--- config.mk ---
export PLATFORM = sky130hd
export DESIGN_NAME = chroma_key_alpha_unit
export DESIGN_NICKNAME = d
export VERILOG_FILES = /design/src/hdl/cka_pkg.sv /design/src/hdl/chroma_key_alpha_unit.sv
export SDC_FILE = /design/constraint.sdc
export NUM_CORES = 1
export LEC_CHECK = 0
export CAP_MARGIN = 20
export CORE_UTILIZATION = 35
export CTS_CLUSTER_SIZE = 28
export DETAILED_ROUTE_END_ITERATION = 10
export DONT_BUFFER_PORTS = 1
export PLACE_DENSITY_LB_ADDON = 0.3
export SLEW_MARGIN = 30
export SYNTH_ARGS = -nofsm -noshare
export SYNTH_HDL_FRONTEND = slang
export SYNTH_SLANG_ARGS = --single-unit
export TNS_END_PERCENT = 30
--- constraint.sdc ---
create_clock -name clock -period 27.5 [get_ports clock]
set_input_delay 8.25 -clock clock [delete_from_list [all_inputs] [get_ports clock]]
set_output_delay 8.25 -clock clock [all_outputs]
set_load 0.005 [all_outputs]
--- src/hdl/cka_pkg.sv ---
// Package for the chroma key alpha unit: widths, register and mode codes,
// pipeline stage map and the per-step functions of the square root and divider.
// No dependencies.
package cka_pkg;

   localparam int PIX_W    = 8;
   localparam int TOL_W    = 12;
   localparam int SQ_W     = 17;
   localparam int SQV_W    = 18;
   localparam int ROOT_W   = 9;
   localparam int REM_W    = 11;
   localparam int D10_W    = 12;
   localparam int NUM_W    = 20;
   localparam int QUO_W    = 8;
   localparam int CSR_IDX_W = 3;

   localparam int SQRT_STAGES = 3;
   localparam int SQRT_STEPS  = 3;
   localparam int DIV_STAGES  = 4;
   localparam int DIV_STEPS   = 2;

   // pipeline stage map
   localparam int ST_ABS   = 0;
   localparam int ST_SQR   = 1;
   localparam int ST_ROOT  = 2;
   localparam int ST_D10   = ST_ROOT + SQRT_STAGES;
   localparam int ST_CLS   = ST_D10 + 1;
   localparam int ST_NUM   = ST_CLS + 1;
   localparam int ST_DIV   = ST_NUM + 1;
   localparam int ST_OUT   = ST_DIV + DIV_STAGES;
   localparam int PIPE_DEPTH = ST_OUT + 1;
   localparam int CLS_LEN  = DIV_STAGES + 2;

   localparam logic [ROOT_W-1:0] ROOT_MAX = ROOT_W'(360);
   localparam logic [D10_W-1:0]  D10_MAX  = D10_W'(3600);
   localparam logic [PIX_W-1:0]  ALPHA_FULL = '1;

   typedef enum logic [CSR_IDX_W-1:0] {
      CSR_TOL_NEAR   = 3'd0,
      CSR_TOL_FAR    = 3'd1,
      CSR_KEY_CB     = 3'd2,
      CSR_KEY_CR     = 3'd3,
      CSR_MERGE_MODE = 3'd4
   } csr_idx_type;

   typedef enum logic [1:0] {
      MERGE_REPLACE = 2'd0,
      MERGE_FILL    = 2'd1,
      MERGE_AVG     = 2'd2,
      MERGE_ADD     = 2'd3
   } merge_type;

   typedef enum logic [1:0] {
      KEY_ZERO = 2'd0,
      KEY_RAMP = 2'd1,
      KEY_FULL = 2'd2
   } key_cls_type;

   typedef struct packed {
      logic [SQV_W-1:0]  val;
      logic [REM_W-1:0]  rem;
      logic [ROOT_W-1:0] root;
   } sqrt_type;

   typedef struct packed {
      logic [NUM_W-1:0] rem;
      logic [QUO_W-1:0] quo;
   } div_type;

   // one digit of the digit-by-digit integer square root
   function automatic sqrt_type sqrt_step(sqrt_type s);
      logic [REM_W+1:0] r2;
      logic [REM_W+1:0] trial;
      sqrt_type         n;
      r2    = {s.rem, s.val[SQV_W-1 -: 2]};
      trial = {{(REM_W-ROOT_W){1'b0}}, s.root, 2'b01};
      n.val = {s.val[SQV_W-3:0], 2'b00};
      if (r2 >= trial) begin
         n.rem  = REM_W'(r2 - trial);
         n.root = {s.root[ROOT_W-2:0], 1'b1};
      end else begin
         n.rem  = REM_W'(r2);
         n.root = {s.root[ROOT_W-2:0], 1'b0};
      end
      return n;
   endfunction

   // one quotient bit of a restoring divide
   function automatic div_type div_step(div_type s, logic [TOL_W-1:0] den,
                                        logic [2:0] pos);
      logic [NUM_W-1:0] sub;
      div_type          n;
      sub = {{(NUM_W-TOL_W){1'b0}}, den} << pos;
      n   = s;
      if (s.rem >= sub) begin
         n.rem      = s.rem - sub;
         n.quo[pos] = 1'b1;
      end
      return n;
   endfunction

endpackage

--- src/hdl/chroma_key_alpha_unit.sv ---
// Soft chroma key on the Cb/Cr plane with alpha merge, fully pipelined.
// Depends on cka_pkg (hdl/cka_pkg.sv).
//
// Usage:
//   req channel: one pixel per transfer, req_tdata = {alpha_in, pix_cr, pix_cb}.
//   rsp channel: one alpha per pixel, rsp_tdata = alpha_out, in input order.
//   csr channel: register writes (index 0 tol_near, 1 tol_far, 2 key_cb,
//     3 key_cr, 4 merge_mode), always ready; write only while the pipe is empty.
// One pixel per cycle sustained while no rsp stall holds the pipe. The depth is set
// by the square root (9 digits over 3 stages) and the ramp divider (8 quotient
// bits over 4 stages).
// A rsp stall freezes every stage; req_tready drops in the same cycle, so no
// pixel is dropped or repeated and the pipe resumes where it stopped.
// Reset clears all valid bits and loads the register defaults (near 15,
// far 15, key 128/128, replace mode).
module chroma_key_alpha_unit (
   input  logic                      clock,
   input  logic                      reset,
   input  logic                      req_tvalid,
   output logic                      req_tready,
   input  logic [23:0]               req_tdata,  // pix_cb[7:0], pix_cr[15:8], alpha_in[23:16]
   output logic                      rsp_tvalid,
   input  logic                      rsp_tready,
   output logic [7:0]                rsp_tdata,  // alpha_out[7:0]
   input  logic                      csr_valid,
   output logic                      csr_ready,
   input  cka_pkg::csr_idx_type      csr_index,
   input  logic [cka_pkg::TOL_W-1:0] csr_data
);
   import cka_pkg::*;

   // configuration
   logic [TOL_W-1:0] tol_near_ff, tol_far_ff;
   logic [PIX_W-1:0] key_cb_ff, key_cr_ff;
   merge_type        merge_mode_ff;
   logic [TOL_W-1:0] den;

   // pipeline
   logic                adv;
   logic [PIPE_DEPTH-1:0] vld_ff, vld_in;
   logic [PIX_W-1:0]    alpha_ff [ST_OUT];
   logic [PIX_W-1:0]    dx_ff, dy_ff, dx_in, dy_in;
   logic [SQ_W-1:0]     sq_ff, sq_in;
   sqrt_type            rt_ff [SQRT_STAGES];
   sqrt_type            rt_in [SQRT_STAGES];
   logic [D10_W-1:0]    d10_ff, d10_in;
   key_cls_type         cls_ff [CLS_LEN];
   key_cls_type         cls_in;
   logic [TOL_W-1:0]    diff_ff, diff_in;
   div_type             dv_ff [DIV_STAGES+1];
   div_type             dv_in [DIV_STAGES+1];
   logic [PIX_W-1:0]    alpha_out_ff, alpha_out_in;

   assign csr_ready  = 1'b1;
   assign adv        = !vld_ff[ST_OUT] || rsp_tready;
   assign req_tready = adv;
   assign rsp_tvalid = vld_ff[ST_OUT];
   assign rsp_tdata  = alpha_out_ff;
   assign den        = tol_far_ff - tol_near_ff;
   assign vld_in     = {vld_ff[PIPE_DEPTH-2:0], req_tvalid};

   always_ff @(posedge clock) begin
      if (reset) begin
         tol_near_ff   <= TOL_W'(15);
         tol_far_ff    <= TOL_W'(15);
         key_cb_ff     <= PIX_W'(128);
         key_cr_ff     <= PIX_W'(128);
         merge_mode_ff <= MERGE_REPLACE;
      end else if (csr_valid && csr_ready) begin
         unique case (csr_index)
            CSR_TOL_NEAR:   tol_near_ff   <= csr_data;
            CSR_TOL_FAR:    tol_far_ff    <= csr_data;
            CSR_KEY_CB:     key_cb_ff     <= csr_data[PIX_W-1:0];
            CSR_KEY_CR:     key_cr_ff     <= csr_data[PIX_W-1:0];
            CSR_MERGE_MODE: merge_mode_ff <= merge_type'(csr_data[1:0]);
            default: ;
         endcase
      end
   end

   // stage 0: absolute chroma differences
   always_comb begin
      dx_in = (key_cb_ff > req_tdata[7:0]) ? key_cb_ff - req_tdata[7:0]
                                           : req_tdata[7:0] - key_cb_ff;
      dy_in = (key_cr_ff > req_tdata[15:8]) ? key_cr_ff - req_tdata[15:8]
                                            : req_tdata[15:8] - key_cr_ff;
   end

   // stage 1: squared distance
   assign sq_in = SQ_W'({8'd0, dx_ff} * {8'd0, dx_ff}) + SQ_W'({8'd0, dy_ff} * {8'd0, dy_ff});

   // stages 2..4: square root, three digits per stage
   always_comb begin
      sqrt_type s;
      for (int k = 0; k < SQRT_STAGES; k++) begin
         if (k == 0) begin
            s.val  = {1'b0, sq_ff};
            s.rem  = '0;
            s.root = '0;
         end else begin
            s = rt_ff[k-1];
         end
         for (int j = 0; j < SQRT_STEPS; j++) begin
            s = sqrt_step(s);
         end
         rt_in[k] = s;
      end
   end

   // stage 5: distance in tenths
   assign d10_in = D10_W'({rt_ff[SQRT_STAGES-1].root, 3'b000})
                 + D10_W'({rt_ff[SQRT_STAGES-1].root, 1'b0});

   // stage 6: classify against the tolerances
   always_comb begin
      diff_in = d10_ff - tol_near_ff;
      if (d10_ff < tol_near_ff) begin
         cls_in = KEY_ZERO;
      end else if (d10_ff < tol_far_ff) begin
         cls_in = KEY_RAMP;
      end else begin
         cls_in = KEY_FULL;
      end
   end

   // stage 7: numerator 255 * diff; stages 8..11: divide, two bits per stage
   always_comb begin
      div_type d;
      dv_in[0].rem = {diff_ff, 8'd0} - {8'd0, diff_ff};
      dv_in[0].quo = '0;
      for (int k = 0; k < DIV_STAGES; k++) begin
         d = dv_ff[k];
         for (int j = 0; j < DIV_STEPS; j++) begin
            d = div_step(d, den, 3'(QUO_W - 1 - (k * DIV_STEPS + j)));
         end
         dv_in[k+1] = d;
      end
   end

   // stage 12: key value and merge
   always_comb begin
      logic [PIX_W-1:0] key;
      logic [PIX_W:0]   sum;
      unique case (cls_ff[CLS_LEN-1])
         KEY_ZERO: key = '0;
         KEY_RAMP: key = dv_ff[DIV_STAGES].quo;
         default:  key = ALPHA_FULL;
      endcase
      sum = {1'b0, alpha_ff[ST_OUT-1]} + {1'b0, key};
      unique case (merge_mode_ff)
         MERGE_REPLACE: alpha_out_in = key;
         MERGE_FILL:    alpha_out_in = (alpha_ff[ST_OUT-1] == '0) ? key : alpha_ff[ST_OUT-1];
         MERGE_AVG:     alpha_out_in = sum[PIX_W:1];
         MERGE_ADD:     alpha_out_in = sum[PIX_W] ? ALPHA_FULL : sum[PIX_W-1:0];
      endcase
   end

   always_ff @(posedge clock) begin
      if (reset) begin
         vld_ff <= '0;
      end else if (adv) begin
         vld_ff <= vld_in;
      end
   end

   always_ff @(posedge clock) begin
      if (adv) begin
         alpha_ff[0] <= req_tdata[23:16];
         for (int i = 1; i < ST_OUT; i++) begin
            alpha_ff[i] <= alpha_ff[i-1];
         end
         dx_ff   <= dx_in;
         dy_ff   <= dy_in;
         sq_ff   <= sq_in;
         for (int k = 0; k < SQRT_STAGES; k++) begin
            rt_ff[k] <= rt_in[k];
         end
         d10_ff    <= d10_in;
         diff_ff   <= diff_in;
         cls_ff[0] <= cls_in;
         for (int i = 1; i < CLS_LEN; i++) begin
            cls_ff[i] <= cls_ff[i-1];
         end
         for (int k = 0; k <= DIV_STAGES; k++) begin
            dv_ff[k] <= dv_in[k];
         end
         alpha_out_ff <= alpha_out_in;
      end
   end

   a_root_range: assert property (@(posedge clock) disable iff (reset)
      vld_ff[ST_D10-1] |-> rt_ff[SQRT_STAGES-1].root <= ROOT_MAX)
      else $error("chroma distance root out of range");

   a_d10_range: assert property (@(posedge clock) disable iff (reset)
      vld_ff[ST_D10] |-> d10_ff <= D10_MAX)
      else $error("distance in tenths out of range");

   a_ramp_quo: assert property (@(posedge clock) disable iff (reset)
      (vld_ff[ST_OUT-1] && cls_ff[CLS_LEN-1] == KEY_RAMP)
         |-> dv_ff[DIV_STAGES].quo != ALPHA_FULL)
      else $error("ramp quotient reached full alpha");

   a_stall_hold: assert property (@(posedge clock) disable iff (reset)
      !adv |=> $stable(vld_ff))
      else $error("pipeline moved during output stall");

endmodule

=== Word level (Yosys, flattened, before mapping) ===
Memories as Yosys holds them, arrays and structs flattened.
Index checks and enable logic that the tools add are counted.

* Register bits after elaboration: 120
* Latch bits: 0
* Bits in writable memories: 344
* ROM bits: 0
* Input bits: 44
* Word-level logic and storage cells: 119
* Memories: 4

* Add/subtract/negate cells: 27
* Multiply operators: 2
* Div/mod/pow operators: 0
* Order comparisons: 21
* Equal/unequal tests: 8
* Shifts and indexed selects: 0
* Mux-type cells: 34
* Bitwise gates (word level): 0
* Reductions and logical operators: 11

{| class="wikitable"
|+ Memories
! name !! depth !! width !! rd ports !! clocked after memory_dff !! write ports !! RTL line !! RTL
|-
| dv_ff || 5 || 28 || 5 || 0 || 5 || chroma_key_alpha_unit.sv:50 || <nowiki>div_type dv_ff [DIV_STAGES+1];</nowiki>
|-
| alpha_ff || 12 || 8 || 12 || 0 || 12 || chroma_key_alpha_unit.sv:41 || <nowiki>logic [PIX_W-1:0] alpha_ff [ST_OUT];</nowiki>
|-
| rt_ff || 3 || 32 || 3 || 0 || 3 || chroma_key_alpha_unit.sv:44 || <nowiki>sqrt_type rt_ff [SQRT_STAGES];</nowiki>
|-
| cls_ff || 6 || 2 || 6 || 0 || 6 || chroma_key_alpha_unit.sv:47 || <nowiki>key_cls_type cls_ff [CLS_LEN];</nowiki>
|}

{| class="wikitable"
|+ Operators with widths
! operator !! number
|-
| 20-bit 2-to-1 mux || 16
|-
| 13-bit by 11-bit >= comparator with 1-bit output || 8
|-
| 11-bit subtractor || 8
|-
| 20-bit by 12-bit subtractor with 20-bit output || 2
|-
| 8-bit by 8-bit multiplier with 16-bit output || 2
|-
| 8-bit 2-to-1 mux || 4
|-
| 8-bit one-hot mux with 4 select lines || 1
|-
| 8-bit subtractor || 4
|-
| 12-bit < comparator || 2
|-
| 12-bit subtractor || 2
|-
| 21-bit 2-to-1 mux || 1
|-
| 20-bit by 12-bit >= comparator with 1-bit output || 1
|-
| 20-bit by 13-bit >= comparator with 1-bit output || 1
|-
| 20-bit by 14-bit >= comparator with 1-bit output || 1
|-
| 20-bit by 15-bit >= comparator with 1-bit output || 1
|-
| 20-bit by 16-bit >= comparator with 1-bit output || 1
|-
| 20-bit by 17-bit >= comparator with 1-bit output || 1
|-
| 20-bit by 18-bit >= comparator with 1-bit output || 1
|-
| 20-bit by 19-bit >= comparator with 1-bit output || 1
|-
| 20-bit by 13-bit subtractor with 20-bit output || 1
|-
| 20-bit by 14-bit subtractor with 20-bit output || 1
|-
| 20-bit by 15-bit subtractor with 20-bit output || 1
|-
| 20-bit by 16-bit subtractor with 20-bit output || 1
|-
| 20-bit by 17-bit subtractor with 20-bit output || 1
|-
| 22 further kinds || 40
|}

=== Longest topological paths before layout ===
Gate-level depths: netlist of run 1.
An unclocked memory read counts as a cell.

* Depth in word-level cells: 7
* Gate-level depth with buffers: 37
* Mapped depth without buffers: 35

=== Worst setup path before layout of run 1 ===
No wires, ideal clock.

* Path kind: in2out
* From: in rsp_tready
* To: out req_tready
* Arrival: 17.550 ns
* Path slack: 1.700 ns
* Stages: 3
* Cells stage by stage: nor2b_1 > inv_1 > clkbuf_1

* Word-level cells in the longest chain between the ends: 1

{| class="wikitable"
|+ Ends and longest elaborated chain
! item !! RTL line !! RTL
|-
| from (decl) || chroma_key_alpha_unit.sv:23 || <nowiki>input logic rsp_tready,</nowiki>
|-
| 1-bit logical OR || chroma_key_alpha_unit.sv:55 || <nowiki>assign adv = !vld_ff[ST_OUT] || rsp_tready;</nowiki>
|-
| to (decl) || chroma_key_alpha_unit.sv:20 || <nowiki>output logic req_tready,</nowiki>
|}

Every way passes these cells.

=== Final worst setup path of run 1 ===
Same ends and word-level chain as after synthesis.

==> out/metrics.csv, run 1 <==
metric;value;unit
status;completed;
core-area;77700;sq um
die_width;283;microns
worst-slew-pin-transition;0.900;ns
setup_viol;0;
grt_setup_unrepaired;false;
preCtsSetupSlack;10.30;ns
yosysMostFrequentCell;edfxtp_1;
crit_type;primary input to output port;
synth_enable_flop_cells;330;
synth_top_area_cell;edfxtp_1;
drtIter0Drc;960;
finalHoldViolCount;0;
drc;0;
synth_cells;2716;
endpoint_kind;output port;
ys_warn_count;0;
min_period_over_period;62.5;%
timing.fmax;58.2;MHz
max_cap_violations;0;
synth_fp_nets;3127;
gr-total-overflow;0;
grt_pass1_wl;94700;microns
synth_seq_cells;385;
via_per_inst;4.96;
numCtsBuffers;46;
cp_max_fo;79;
hpwl;44500;microns
start_util;35.5;%
numPortBuffers;0;
synth_area;27600;sq um
period_needed;17.18;ns
die_h;283;microns
grt_max_degree;86;
synthArstFlopShare;0;%
maxSlewHeadroom;40.0;%
worstPathArrival;8.93;ns
htree_levels;2;
slew_viol_final;0;
required;19.25;ns
synth_common_cells;330 x edfxtp_1, 276 x ha_1, 275 x inv_1;
fin_setup_tns;0;ns
syn_area_per_cell;10.1;sq um
areaGrowthSynthToFinish;10.4;%
first_pass_iters;5;
drive_above_1_share;6.34;%
cp-start-kind;primary input;
insertedDiodeCount;0;
wl_per_cell;15.0;microns
ios;55;
synth_area_leaders;edfxtp_1 36%, ha_1 13%, fa_1 6.6%, dfxtp_1 4.0%, xnor2_1 3.8%;
seq_area_frac_synth;40.0;%
synth_top_area_share;36.0;%
post-cts-setup-buffers;0;
grt_pass1_vias;18700;
place_area;28800;sq um
antenna_found_initial;0;
std_cell_rows;102;
fin_skew;0.0421;ns
vias;18900;
grt_usage;14.6;%
cts.reportedPaths.clkPinSlew;0.06;ns
cts.sinks;385;
hold_buffers;0;
worstSkewPairLatency;0.60;ns
ys_types;98;
hold_path_class;flop to flop;
design_area;30400;sq um
root_buffer;clkbuf_16;
ctsResizeCount;0;
final_antenna_net_count;0;
cts_tree;built;
clockBufferDepth;3;
ys.flop_type;edfxtp_1;
die-area;79900;sq um
fin_nets;3135;
routed_wl;57100;microns
layout_setup_ws;10.32;ns
gp_congestion;0.834;
-- cell families (layout without fill, tap and decap cells) --
family / Yosys count / in the layout / share of synthesized area (%)
AO/OA/AOI/OAI: 615 / 615 / 14.3
XOR/XNOR: 174 / 174 / 5.53
adder cells (fa/ha/maj): 369 / 369 / 19.2
buffers and inverters: 341 / 387 / 4.75
flip-flops: 385 / 385 / 40.0
multiplexers: 61 / 61 / 2.38
other: 1 / 1 / 0.0136
AND/OR/NAND/NOR: 770 / 770 / 13.8
-- path summary, 6_finish.rpt --
check                                     from            to  slack [ns]  cells after the start
worst max register to register  tol_near_ff[1]  dv_ff[0][50]       18.78                     34
worst min-delay path                  sq_ff[6]  rt_ff[0][26]        0.41                      0
worst min register to register        sq_ff[6]  rt_ff[0][26]        0.41                      0
worst max-delay path                rsp_tready    req_tready       10.32                      3
-- per-layer routing --
metal | GRT usage [%] | up-vias | share of wire (%)
met1 | 18.8 | 8932 | 47
met3 | 1.92 | 57 | 3.1
met2 | 25.8 | 200 | 48
li1 | - | 9676 | -
met5 | 0 | - | 0
met4 | 3.74 | 0 | 1.7
-- through the flow --
step | hold slack [ns] | util [%] | std cells
after floorplan | 0.400 | - | 2716
after global placement | 0.400 | 37.0 | 3716
after detailed placement | 0.405 | 37.0 | 3716
after CTS | 0.408 | 39.2 | 3802
after global routing | 0.416 | 39.2 | 3802
final | 0.408 | 39.2 | 3802
-- registers in the layout, summed over array words and instances (netlist names) --
name and flops:
key_cb_ff 8, sq_ff 17, vld_ff 13, merge_mode_ff 2, key_cr_ff 8, d10_ff 11
cls_ff 12, dv_ff 100, dx_ff 8, tol_near_ff 12, dy_ff 8, rsp_tdata 8
diff_ff 12, alpha_ff 96, rt_ff 58, tol_far_ff 12
-- final cells by class --
type                       count  area, sq um
tap                         1040         1300
inverter                     280         1060
timing repair buffer          21          161
fill                        7597        47300
clock buffer                  51         1170
multi-input combinational   1990        15300
sequential                   385        11000
clock inverter                35          474
-- critical path: stages --
cell and delay (ns):
nor2b_1 0.02, buf_4 0.19, inv_8 0.43
-- cells in the final DEF (no fill, tap or decap), types with 15 or more instances in the layout --
cell,Yosys,routed
mux2i_1,36,36
clkbuf_16,0,46
a21o_1,54,54
a21oi_1,202,202
nor3_1,39,39
edfxtp_1,330,330
mux2_2,20,20
inv_1,275,274
dfxtp_1,55,55
buf_4,4,20
xor2_1,56,56
a21boi_0,19,19
ha_1,276,276
nor2b_1,42,42
and2_1,46,46
xnor2_1,118,118
o21ai_0,128,128
nand3_1,25,25
o21a_1,34,34
fa_1,91,91
or3_1,15,15
nand2_1,272,272
o31ai_1,21,19
a31oi_1,17,17
nand4_1,28,28
nor2_1,164,163
nand2b_1,43,43
Power of run 1 is not shown: default switching activity piles up to over one toggle a cycle in this logic, so the estimate is an artifact.
==> run 2: changes to the inputs <==
- clock period: 27.5 -> 15.31 ns (I/O delays scaled with it)
==> run 2 against run 1 <==
Final cell count is 0.21% lower. Non-clock buffer count is 3 lower. Global-route usage is 0.19 points higher. First-iteration DRC count is 14% higher. Clock skew is 0.011 ns lower. Critical path type unchanged. Final area hardly changed. Die area stayed put.
==> out/metrics.csv, run 2 (synthesis gave the netlist of run 1 again) <==
metric;value;unit
setup_viol;0;
numPortBuffers;0;
max_cap_violations;0;
root_buffer;clkbuf_16;
worstPathArrival;5.19;ns
regMostFlops;dv_ff;
seq_area;11000;sq um
antenna_found_initial;0;
endpoint_kind;output port;
grt_pass1_vias;18900;
drc;0;
min_path_cells;0;
ios;55;
cts_tree;built;
insertedDiodeCount;0;
final_antenna_net_count;0;
fin_setup_tns;0;ns
cts.reportedPaths.clkPinSlew;0.06;ns
worstSkewPairLatency;0.57;ns
fin_nets;3130;
finalHoldViolCount;0;
crit_chain;nor2b_1, buf_4, inv_8;
status;completed;
wl_per_cell;15.2;microns
areaGrowthSynthToFinish;10.4;%
slew_viol_final;0;
grt_pass1_wl;95400;microns
first_pass_iters;5;
cp_num_buf_inv;2;
crit_start;rsp_tready;
period_needed;9.78;ns
cp_top_family;buffers and inverters;
die_h;283;microns
grt_setup_unrepaired;false;
critical_path_depth;3;
die_width;283;microns
top_regs;dv_ff (100), alpha_ff (96), rt_ff (58);
clockBufferDepth;3;
fin_skew;0.0307;ns
hold_start;alpha_ff[0][18];
numCtsBuffers;44;
cts.sinks;385;
std_cell_rows;102;
routed_wl;57800;microns
rr_endpoint;dv_ff[0][81];
final_common_cell;edfxtp_1;
largest_reg_flops;100;
gr-total-overflow;0;
crit_path_top_delay_cell;inv_8;
grt_usage;14.8;%
via_per_inst;4.95;
vias;18800;
r2r_cells;28;
ctsResizeCount;0;
cp-start-kind;primary input;
cp_slowest_stage_delay;0.32;ns
worst-slew-pin-transition;0.886;ns
drive_above_1_share;5.92;%
grt_max_degree;145;
final_cell_mix;330 x edfxtp_1, 276 x ha_1, 274 x inv_1;
multiInputGateArea;15300;sq um
r2r_slack;6.45;ns
r2r_start;tol_near_ff[0];
timing.fmax;102;MHz
required;10.72;ns
start_util;35.5;%
worstHoldEndpoint;alpha_ff[0][26];
maxSlewHeadroom;40.9;%
hpwl;44600;microns
core-area;77700;sq um
die-area;79900;sq um
hold_buffers;0;
gp_congestion;0.866;
hold_path_class;flop to flop;
min_period_over_period;63.9;%
htree_levels;2;
fillCellCount;7684;
drtIter0Drc;1094;
cp_max_fo;57;
post-cts-setup-buffers;0;
crit_type;primary input to output port;
run 2: changes by cell type in the layout (fill, tap and decap cells not counted), moves of 2 or more:
| cell | before | now |
|---|---|---|
| inv_6 | 5 | 0 |
| clkinv_1 | 4 | 7 |
| bufinv_16 | 8 | 11 |
| clkinv_2 | 7 | 5 |
| clkinv_4 | 4 | 1 |
| inv_16 | 2 | 0 |
| buf_4 | 20 | 16 |
run 2: worst max-delay path by stage:
| stage | endpoint | slack, ns |
|---|---|---|
| after CTS | req_tready | 5.53 |
| after global routing | req_tready | 5.47 |
| after detailed placement | req_tready | 5.53 |
| after global placement | req_tready | 5.53 |
| after floorplan | req_tready | 1.71 |
| final | req_tready | 5.53 |
run 2: area by class of cell:
cell class	instances	area share [%]
Multi-Input combinational cell	1990	50.2
Clock buffer	53	3.90
Tap cell	1040	4.28
Clock inverter	28	1.44
Inverter	280	3.48
Sequential cell	385	36.2
Timing Repair Buffer	18	0.551
run 2: stage by stage:
step / util (%) / setup slack [ns] / area (sq um) / cells / hold WS, ns
floorplan: - / 1.71 / 27600 / 2716 / 0.400
global placement: 37.0 / 5.53 / 28800 / 3712 / 0.400
detailed placement: 37.0 / 5.53 / 28800 / 3712 / 0.405
CTS: 39.1 / 5.53 / 30400 / 3793 / 0.413
global route: 39.1 / 5.47 / 30400 / 3794 / 0.420
finish: 39.1 / 5.53 / 30400 / 3794 / 0.410
run 2: layer usage:
layer	routed length (microns)	part of all wire, %	track usage [%]	up-vias
met5	0	0	0	-
met4	1340	2.3	4.35	0
met3	1450	2.5	1.75	77
met2	28100	49	26.3	182
met1	26900	47	18.8	8857
li1	-	-	-	9653
Power of run 2 is left out for the same reason.
==> run 3: changes to the inputs <==
- clock period: 15.31 -> 9.84 ns (I/O delays scaled with it)
==> run 3 against run 2 <==
Count of clock-buffer cells in the layout fell by 2. Flip-flop and latch count is the same. Setup slack worse by 4.1 ns. Final area is 0.30% lower. Final cell count grew 0.13%. Sequential share of layout area rose by 0.11 points. Critical endpoint is now dv_ff[0][50]. Largest cell class unchanged.
==> out/metrics.csv, run 3 (synthesis gave the netlist of run 1 again) <==
metric;value;unit
status;completed;
grt_pass1_vias;19100;
cpMostUsedCell;o21ai_0;
crit_type;flop to flop;
grt_usage;14.9;%
final_cell_mix;330 x edfxtp_1, 276 x ha_1, 274 x inv_1;
multiInputGateArea;15200;sq um
ctsResizeCount;0;
final_util;39.0;%
cp_top_family;compound AO/OA/AOI/OAI gates;
cp_slowest_stage_delay;0.55;ns
die-area;79900;sq um
top_regs;dv_ff (100), alpha_ff (96), rt_ff (58);
std_cell_rows;102;
fin_setup_tns;0;ns
cp-start-kind;flop;
setup_viol;0;
root_buffer;clkbuf_16;
start_util;35.5;%
die_width;283;microns
regMostFlops;dv_ff;
numCtsBuffers;45;
routed_wl;58300;microns
maxSlewHeadroom;38.4;%
first_pass_iters;7;
fin_nets;3135;
largest_reg_flops;100;
period_needed;8.42;ns
drive_above_1_share;5.80;%
insertedDiodeCount;0;
required;10.17;ns
numPortBuffers;0;
vias;19000;
core-area;77700;sq um
hold_path_class;flop to flop;
cts.reportedPaths.clkPinSlew;0.06;ns
fillCellCount;7642;
worst-slew-pin-transition;0.921;ns
cp_num_buf_inv;4;
endpoint_kind;flop;
cts_tree;built;
post-cts-setup-buffers;0;
drc;0;
clockBufferDepth;3;
areaGrowthSynthToFinish;10.1;%
final_common_cell;edfxtp_1;
ios;55;
seq_area;11000;sq um
gr-total-overflow;0;
crit_path_top_delay_cell;and4bb_2;
drtIter0Drc;929;
cp_max_fo;21;
grt_max_degree;187;
hpwl;45000;microns
wl_per_cell;15.3;microns
worstSkewPairLatency;0.59;ns
timing.fmax;119;MHz
grt_pass1_wl;96400;microns
hold_buffers;0;
min_period_over_period;85.5;%
htree_levels;2;
max_cap_violations;0;
finalHoldViolCount;0;
gp_congestion;0.863;
antenna_found_initial;2;
worstPathArrival;8.75;ns
via_per_inst;5.01;
slew_viol_final;0;
cts.sinks;385;
final_antenna_net_count;0;
grt_setup_unrepaired;false;
fin_skew;0.0318;ns
die_h;283;microns
## run 3: changes by cell type in the layout (fill, tap and decap cells not counted), moves of 2 or more
cell | previous run | this run
clkinv_1 | 7 | 15
bufinv_16 | 11 | 6
buf_4 | 16 | 20
inv_6 | 0 | 3
clkinv_2 | 5 | 3
clkinvlp_4 | 5 | 3
## run 3: per-stage QoR
stage | area [sq um] | hold slack, ns | worst slack, ns | std cells
2_1_floorplan | 27600 | 0.400 | 1.35 | 2716
3_3_place_gp | 28800 | 0.400 | 1.51 | 3716
3_5_place_dp | 28800 | 0.405 | 1.40 | 3716
4_1_cts | 30300 | 0.415 | 1.35 | 3798
5_1_grt | 30300 | 0.420 | 0.452 | 3799
6_report | 30300 | 0.412 | 1.42 | 3799
## run 3: worst register-to-register path, delay by kind of cell, from the launching register on
| kind | cells | cell delay, ns |
|---|---|---|
| compound gates | 16 | 3.27 |
| simple gates | 8 | 2.05 |
| mux | 2 | 0.58 |
| fa+ha+maj | 3 | 1.00 |
| flops | 1 | 0.36 |
| buf+inv | 4 | 0.83 |
| xor+xnor | 1 | 0.09 |
## run 3: final timing paths
path	slack [ns]	depth (start not counted)	end	startpoint
min reg2reg	0.41	0	alpha_ff[0][25]	alpha_ff[0][17]
max reg2reg	1.42	34	dv_ff[0][50]	tol_near_ff[1]
min	0.41	0	alpha_ff[0][25]	alpha_ff[0][17]
max	1.42	34	dv_ff[0][50]	tol_near_ff[1]
## run 3: cell type report
cell class | count | area share [%]
multi-input cells | 1990 | 50.3
flip-flops and latches | 385 | 36.3
well taps | 1040 | 4.29
clock buffers | 51 | 3.79
inverters | 280 | 3.49
clock inverters | 31 | 1.18
repair buffers | 22 | 0.652
## run 3: layer usage
metal	track usage, %	up-vias	share of wire, %
li1	-	9686	-
met1	18.8	9012	46
met2	26.2	240	48
met3	2.04	91	3.2
met4	4.89	0	2.8
met5	0	-	0
Power of run 3 is left out for the same reason.
